`config.mk`:
```
export PLATFORM = sky130hd
export DESIGN_NAME = token_bucket_limiter_top
export DESIGN_NICKNAME = d
export VERILOG_FILES = /design/src/hdl/tbl_pkg.sv /design/src/hdl/token_bucket_limiter_top.sv
export SDC_FILE = /design/constraint.sdc
export NUM_CORES = 2
export LEC_CHECK = 0
export ABC_AREA = 1
export BUFFER_PORTS_ARGS = -buffer_cell sky130_fd_sc_hd__buf_2
export CAP_MARGIN = 20
export CORE_UTILIZATION = 30
export DETAILED_ROUTE_END_ITERATION = 16
export GPL_ROUTABILITY_DRIVEN = 0
export PLACE_DENSITY = 0.47
export SYNTH_ARGS = -nofsm -noshare
export SYNTH_HDL_FRONTEND = slang
export SYNTH_SLANG_ARGS = --single-unit
```
`constraint.sdc`:
```
create_clock -name clk -period 13.9 [get_ports clk]
set_clock_uncertainty 0.2 [all_clocks]
set_input_delay 2.085 -clock clk [delete_from_list [all_inputs] [get_ports clk]]
set_output_delay 2.085 -clock clk [all_outputs]
set_load 0.005 [all_outputs]
```
`src/hdl/tbl_pkg.sv`:
```
package tbl_pkg;

  // command codes
  localparam logic [2:0] CMD_TICK    = 3'd0;
  localparam logic [2:0] CMD_CONSUME = 3'd1;
  localparam logic [2:0] CMD_RESTORE = 3'd2;
  localparam logic [2:0] CMD_RESET   = 3'd3;
  localparam logic [2:0] CMD_TEST    = 3'd4;

  // configuration register indexes
  localparam logic [1:0] REG_START_COUNT = 2'd0;
  localparam logic [1:0] REG_MAX_TOKENS  = 2'd1;
  localparam logic [1:0] REG_REFILL_RATE = 2'd2;

  typedef struct packed {
    logic [2:0]  cmd;
    logic [31:0] amount;
    logic [15:0] elapsed_ticks;
  } req_t;

  typedef struct packed {
    logic        granted;
    logic        exhausted;
    logic [31:0] balance;
    logic [47:0] total_consumed;
  } rsp_t;

endpackage

```
`src/hdl/token_bucket_limiter_top.sv`:
```
// token bucket rate limiter, unsigned Q16.16 balances
//
// channels: req (cmd, amount, elapsed_ticks) in, rsp (granted, exhausted,
// balance, total_consumed) out, both valid/ready; a transfer happens on a
// rising edge with valid and ready high. cfg is a write-only valid/ready
// channel (index 0 start_count, 1 max_tokens, 2 refill_rate); cfg_ready is
// always high and index 3 is dropped. write cfg only while the block is idle.
//
// a req transfer loads the input register, and the result is then registered
// in the result register, from which it can transfer. throughput is one item
// per cycle while the receiver does not stall: the tick refill product is formed
// on the way into the input register, and the balance/total update (one add,
// compare and select) runs from it into the state and result registers.
//
// reset (rst, synchronous): config returns to start_count 0, max_tokens all
// ones, refill_rate 0; balance and total clear; both stages empty.
// when the receiver stalls, the result register holds, the input register
// keeps one more item, and req_ready drops once both are full.
module token_bucket_limiter_top
  import tbl_pkg::*;
(
  input  logic        clk,
  input  logic        rst,
  // request channel
  input  logic        req_valid,
  output logic        req_ready,
  input  req_t        req,
  // result channel
  output logic        rsp_valid,
  input  logic        rsp_ready,
  output rsp_t        rsp,
  // configuration write channel
  input  logic        cfg_valid,
  output logic        cfg_ready,
  input  logic [1:0]  cfg_index,
  input  logic [31:0] cfg_wdata
);

  // configuration registers
  logic [31:0] start_count;
  logic [31:0] max_tokens;
  logic [31:0] refill_rate;

  // bucket state
  logic [31:0] token_balance;
  logic [31:0] token_balance_next;
  logic [47:0] consumed_total;
  logic [47:0] consumed_total_next;

  // input register
  logic        s1_valid;
  logic [2:0]  s1_cmd;
  logic [31:0] s1_amount;
  logic [47:0] s1_refill;
  logic        s1_ticks_nz;

  // handshake control
  logic s1_move;
  logic req_xfer;

  // datapath
  logic [47:0] refill_prod;
  logic [47:0] add_in;
  logic [48:0] add_sum;
  logic [31:0] add_clamped;
  logic        enough;
  logic [31:0] take;
  logic [48:0] total_sum;
  logic [47:0] total_sat;
  logic        granted_next;
  logic        exhausted_next;

  // config writes are always taken
  assign cfg_ready = 1'b1;

  // input register advances when the result register is free or draining
  assign s1_move   = s1_valid && (!rsp_valid || rsp_ready);
  assign req_ready = !s1_valid || s1_move;
  assign req_xfer  = req_valid && req_ready;

  // refill product: 16 bit ticks times 32 bit Q16.16 rate, exact in 48 bits
  assign refill_prod = 48'(req.elapsed_ticks) * 48'(refill_rate);

  always_ff @(posedge clk) begin
    if (rst) begin
      start_count <= '0;
      max_tokens  <= '1;
      refill_rate <= '0;
    end else if (cfg_valid) begin
      unique case (cfg_index)
        REG_START_COUNT: start_count <= cfg_wdata;
        REG_MAX_TOKENS:  max_tokens  <= cfg_wdata;
        REG_REFILL_RATE: refill_rate <= cfg_wdata;
        default: ;
      endcase
    end
  end

  // input register
  always_ff @(posedge clk) begin
    if (rst) begin
      s1_valid <= 1'b0;
    end else if (req_xfer) begin
      s1_valid <= 1'b1;
    end else if (s1_move) begin
      s1_valid <= 1'b0;
    end
  end

  always_ff @(posedge clk) begin
    if (req_xfer) begin
      s1_cmd      <= req.cmd;
      s1_amount   <= req.amount;
      s1_refill   <= refill_prod;
      s1_ticks_nz <= (req.elapsed_ticks != '0);
    end
  end

  // shared saturating add for tick and restore
  assign add_in      = (s1_cmd == CMD_TICK) ? s1_refill : {16'b0, s1_amount};
  assign add_sum     = 49'(token_balance) + 49'(add_in);
  assign add_clamped = (add_sum > 49'(max_tokens)) ? max_tokens : add_sum[31:0];

  // consume: full grant or drain whatever is left
  assign enough    = (token_balance >= s1_amount);
  assign take      = enough ? s1_amount : token_balance;
  assign total_sum = 49'(consumed_total) + 49'(take);
  assign total_sat = total_sum[48] ? '1 : total_sum[47:0];

  always_comb begin
    token_balance_next  = token_balance;
    consumed_total_next = consumed_total;
    granted_next        = 1'b0;
    exhausted_next      = 1'b0;
    unique case (s1_cmd)
      CMD_TICK: begin
        // zero ticks leaves the balance alone, even above capacity
        if (s1_ticks_nz) begin
          token_balance_next = add_clamped;
        end
      end
      CMD_CONSUME: begin
        consumed_total_next = total_sat;
        if (enough) begin
          token_balance_next = token_balance - s1_amount;
          granted_next       = 1'b1;
        end else begin
          token_balance_next = '0;
          exhausted_next     = 1'b1;
        end
      end
      CMD_RESTORE: token_balance_next = add_clamped;
      CMD_RESET:   token_balance_next = start_count;
      CMD_TEST:    granted_next = enough;
      default: ;
    endcase
  end

  // bucket state
  always_ff @(posedge clk) begin
    if (rst) begin
      token_balance  <= '0;
      consumed_total <= '0;
    end else if (s1_move) begin
      token_balance  <= token_balance_next;
      consumed_total <= consumed_total_next;
    end
  end

  // result register
  always_ff @(posedge clk) begin
    if (rst) begin
      rsp_valid <= 1'b0;
    end else if (s1_move) begin
      rsp_valid <= 1'b1;
    end else if (rsp_ready) begin
      rsp_valid <= 1'b0;
    end
  end

  always_ff @(posedge clk) begin
    if (s1_move) begin
      rsp.granted        <= granted_next;
      rsp.exhausted      <= exhausted_next;
      rsp.balance        <= token_balance_next;
      rsp.total_consumed <= consumed_total_next;
    end
  end

  // a result is never both a grant and an exhaustion
  a_flags_exclusive: assert property (@(posedge clk) disable iff (rst)
    rsp_valid |-> !(rsp.granted && rsp.exhausted))
    else $error("granted and exhausted both set");

  // exhaustion always leaves an empty bucket
  a_exhaust_empty: assert property (@(posedge clk) disable iff (rst)
    rsp_valid && rsp.exhausted |-> rsp.balance == '0)
    else $error("exhausted with nonzero balance");

  // running total never goes down
  a_total_monotonic: assert property (@(posedge clk) disable iff (rst)
    1'b1 |=> consumed_total >= $past(consumed_total))
    else $error("consumed total decreased");

  // a stalled result keeps the queued item in the input register
  a_s1_hold: assert property (@(posedge clk) disable iff (rst)
    s1_valid && rsp_valid && !rsp_ready |=> s1_valid)
    else $error("input register lost an item under stall");

endmodule

```
==> results.sh <==
export IMPL_hold_viol=0
export IMPL_r2r_slack_ns=5.20
export IMPL_seq_area_mm2=0.008548
export IMPL_synth_enable_flop_cells=166
export IMPL_clk_latency_ns=0.60
export IMPL_outcome="finished clean"
export IMPL_reg2reg_to="rsp[65]"
export IMPL_ctsHoldBuffers=0
export IMPL_multi_input_comb_area_mm2=0.02479
export IMPL_busiest_layer="met2"
export IMPL_crit_end="rsp[65]"
export IMPL_hp_class="register to register"
export IMPL_netlist_area_mm2=0.03871
export IMPL_start_util_pct=30.28
export IMPL_grt_overflow_total=0
export IMPL_postRouteAntennaNets=0
export IMPL_slowest_delay_ns=0.76
export IMPL_rr_worst_depth=35
export IMPL_cts_tree="yes"
export IMPL_tightest_slew_ns=1.085
export IMPL_cts_buffers=43
export IMPL_peakVddDrop_v=0.00008746
export IMPL_vias_per_cell=4.746
export IMPL_drt_iter0_markers=2157
export IMPL_crit_type="register to register"
export IMPL_clkTransAtPathRegs_ns=0.06
export IMPL_syn_num_nets=6001
export IMPL_use_met2_pct=31.81
export IMPL_wirelength_um=126300
export IMPL_fp_dieW_um=361.2
export IMPL_first_global_vias=33500
export IMPL_p_leak_nw=22.39
export IMPL_core_area_mm2=0.1278
export IMPL_grt_use_met3_pct=1.818
export IMPL_final_common_cell="nand2_1"
export IMPL_max_freq_ghz=0.1149
export IMPL_end_kind="register"
export IMPL_avgRoutedWirePerCell_um=18.15
export IMPL_post_cts_buffers=0
export IMPL_synth_cells=5242
export IMPL_cts_resized=0
export IMPL_layout_nets=6019
export IMPL_final_cell_mix="1,351 x nand2_1, 1,171 x inv_1, 421 x fa_1"
export IMPL_rsz0062_at_grt="false"
export IMPL_clockRootBuffer="clkbuf_16"
export IMPL_netSwitchingPower_mw=1.688
export IMPL_crit_family="simple AND/OR/NAND/NOR gates"
export IMPL_place_hpwl_um=99490
export IMPL_seqPwrFrac_pct=30.9
export IMPL_critPathMostFrequentCell="nand2_1"
export IMPL_critPathLaunch="s1_cmd[2]"
export IMPL_fillers=13880
export IMPL_ys_types=54
export IMPL_synthArstFlopShare_pct=0
export IMPL_drc_errors=0
export IMPL_port_buffers=173
export IMPL_ios=175
export IMPL_antenna_found_initial=3
export IMPL_comb_power_share_pct=41.4
export IMPL_p_int_mw=2.485
export IMPL_rows=131
export IMPL_cts_htree_levels=2
export IMPL_ys_seq_area_share_pct=22.08
export IMPL_hp_start="rsp_valid"
export IMPL_grt_usage_pct=19.45
export IMPL_cts_max_path_buffers=3
export IMPL_crit_required_ns=14.04
export IMPL_cp_slowest_cell="nor4_1"
export IMPL_yosys_most_used_dff="dfxtp_1"
export IMPL_setup_viol_count_final=0
export IMPL_post_route_util_pct=33.24
export IMPL_maxSlewHeadroom_pct=27.59
export IMPL_grt_max_degree=85
export IMPL_drv_cap=0
export IMPL_arrival_ns=8.84
export IMPL_yosysWarnings=0
export IMPL_die_area_mm2=0.1305
export IMPL_cts_sink_count=344
export IMPL_use_met1_pct=27.62
export IMPL_setup_tns_ns=0
export IMPL_synth_seq_cells=344
export IMPL_clockPowerShare_pct=27.7
export IMPL_p_sw_share_pct=40.46
export IMPL_path_buf_inv=9
export IMPL_num_vias=33030
export IMPL_grt_pass1_wl_um=197500
export IMPL_path_depth=35
export IMPL_slew_violations=0
export IMPL_finalCritPeriodShare_pct=62.60
export IMPL_period_minus_slack_ns=8.701
export IMPL_path_max_fanout=73
export IMPL_regToRegStartpoint="s1_cmd[2]"
export IMPL_p_per_area_mw_per_mm2=98.21
export IMPL_synth_avg_cell_area_um2=7.384
export IMPL_start_kind="register"
export IMPL_drive_gt1_share_pct=5.930
export IMPL_die_y_um=361.2
export IMPL_dr_pass1_iters=6
export IMPL_synthToLayoutAreaGrowth_pct=9.775
## routing by layer
layer	part of all wire, %	vias up
li1	-	16230
met1	48	15890
met2	45	774
met3	4.6	137
met4	2.1	0
met5	0	-
## per-stage QoR
stage | power [mW] | hold slack [ns] | instances | worst slack, ns | instance area [µm²]
after detailed placement | 3.028 | 0.2966 | 6877 | 4.768 | 41030
after global placement | 3.015 | 0.2995 | 6877 | 4.752 | 41030
after CTS | 4.212 | 0.3160 | 6957 | 5.388 | 42490
final | 4.173 | 0.3097 | 6958 | 5.199 | 42490
after global routing | 4.492 | 0.3425 | 6957 | 4.736 | 42490
after floorplan | 2.500 | 0.2245 | 5242 | 5.633 | 38710
## power groups by stage
stage | sequential (mW) | combinational, mW | clock, mW
2_1_floorplan | 1.27 | 1.23 | 0
3_3_place_gp | 1.31 | 1.71 | 0
3_5_place_dp | 1.31 | 1.72 | 0
4_1_cts | 1.29 | 1.73 | 1.19
5_1_grt | 1.30 | 1.96 | 1.23
6_report | 1.29 | 1.73 | 1.16
## cells in the mapped netlist (43+ instances only)
cell type	number	area share (%)
dfxtp_1	178	9.2
inv_1	1174	11
fa_1	421	22
nand3_1	111	1.4
edfxtp_1	166	13
a21oi_1	293	3.8
xor2_1	91	2.1
nand2_1	1351	13
o211ai_1	87	1.7
nor2_1	297	2.9
ha_1	248	8.0
xnor2_1	43	0.97
clkbuf_1	216	2.1
o21ai_0	266	3.4
## cell families after synthesis
family | after synthesis | synth area share [%]
xor gates and xnor gates | 134 | 3.032
other | 1 | 0.009688
adders and majority gates | 669 | 29.79
DFF | 344 | 22.08
buffers and inverters | 1421 | 13.96
AOI/OAI and AO/OA | 796 | 11.69
and+or+nand+nor | 1877 | 19.44
## flip-flops by register name (all words and copies together) (netlist names)
signal,flops
rsp_valid,1
max_tokens,32
s1_cmd,3
s1_amount,32
refill_rate,32
rsp,82
s1_refill,48
consumed_total,48
start_count,32
token_balance,32
s1_valid,1
s1_ticks_nz,1
## area by class of cell
class                   count  area share, %
multi-input cells        3477          58.33
diodes                      1       0.005889
repair buffers            214          2.762
clock buffers              56          2.868
inverters                1180          10.46
clock inverters            24         0.5595
flip-flops and latches    344          20.12
well taps                1662          4.894
## worst register-to-register path, delay by kind of cell (launching register included)
kind	cells	cell delay, ns
buffers and inverters	9	2.11
and+or+nand+nor	21	4.35
xor gates and xnor gates	1	0.21
DFF	1	0.32
AOI/OAI and AO/OA	2	0.59
adders and majority gates	2	0.68
## how the worst min path moves through the flow
stage / to / slack [ns] / depth (start not counted)
2_1_floorplan: start_count[17] / 0.22 / 2
5_1_grt: start_count[17] / 0.34 / 2
4_1_cts: rsp_valid / 0.32 / 2
3_5_place_dp: start_count[27] / 0.30 / 2
3_3_place_gp: rsp_valid / 0.30 / 2
6_report: rsp_valid / 0.31 / 2
No activity file was read; power rests on OpenSTA's default activity.
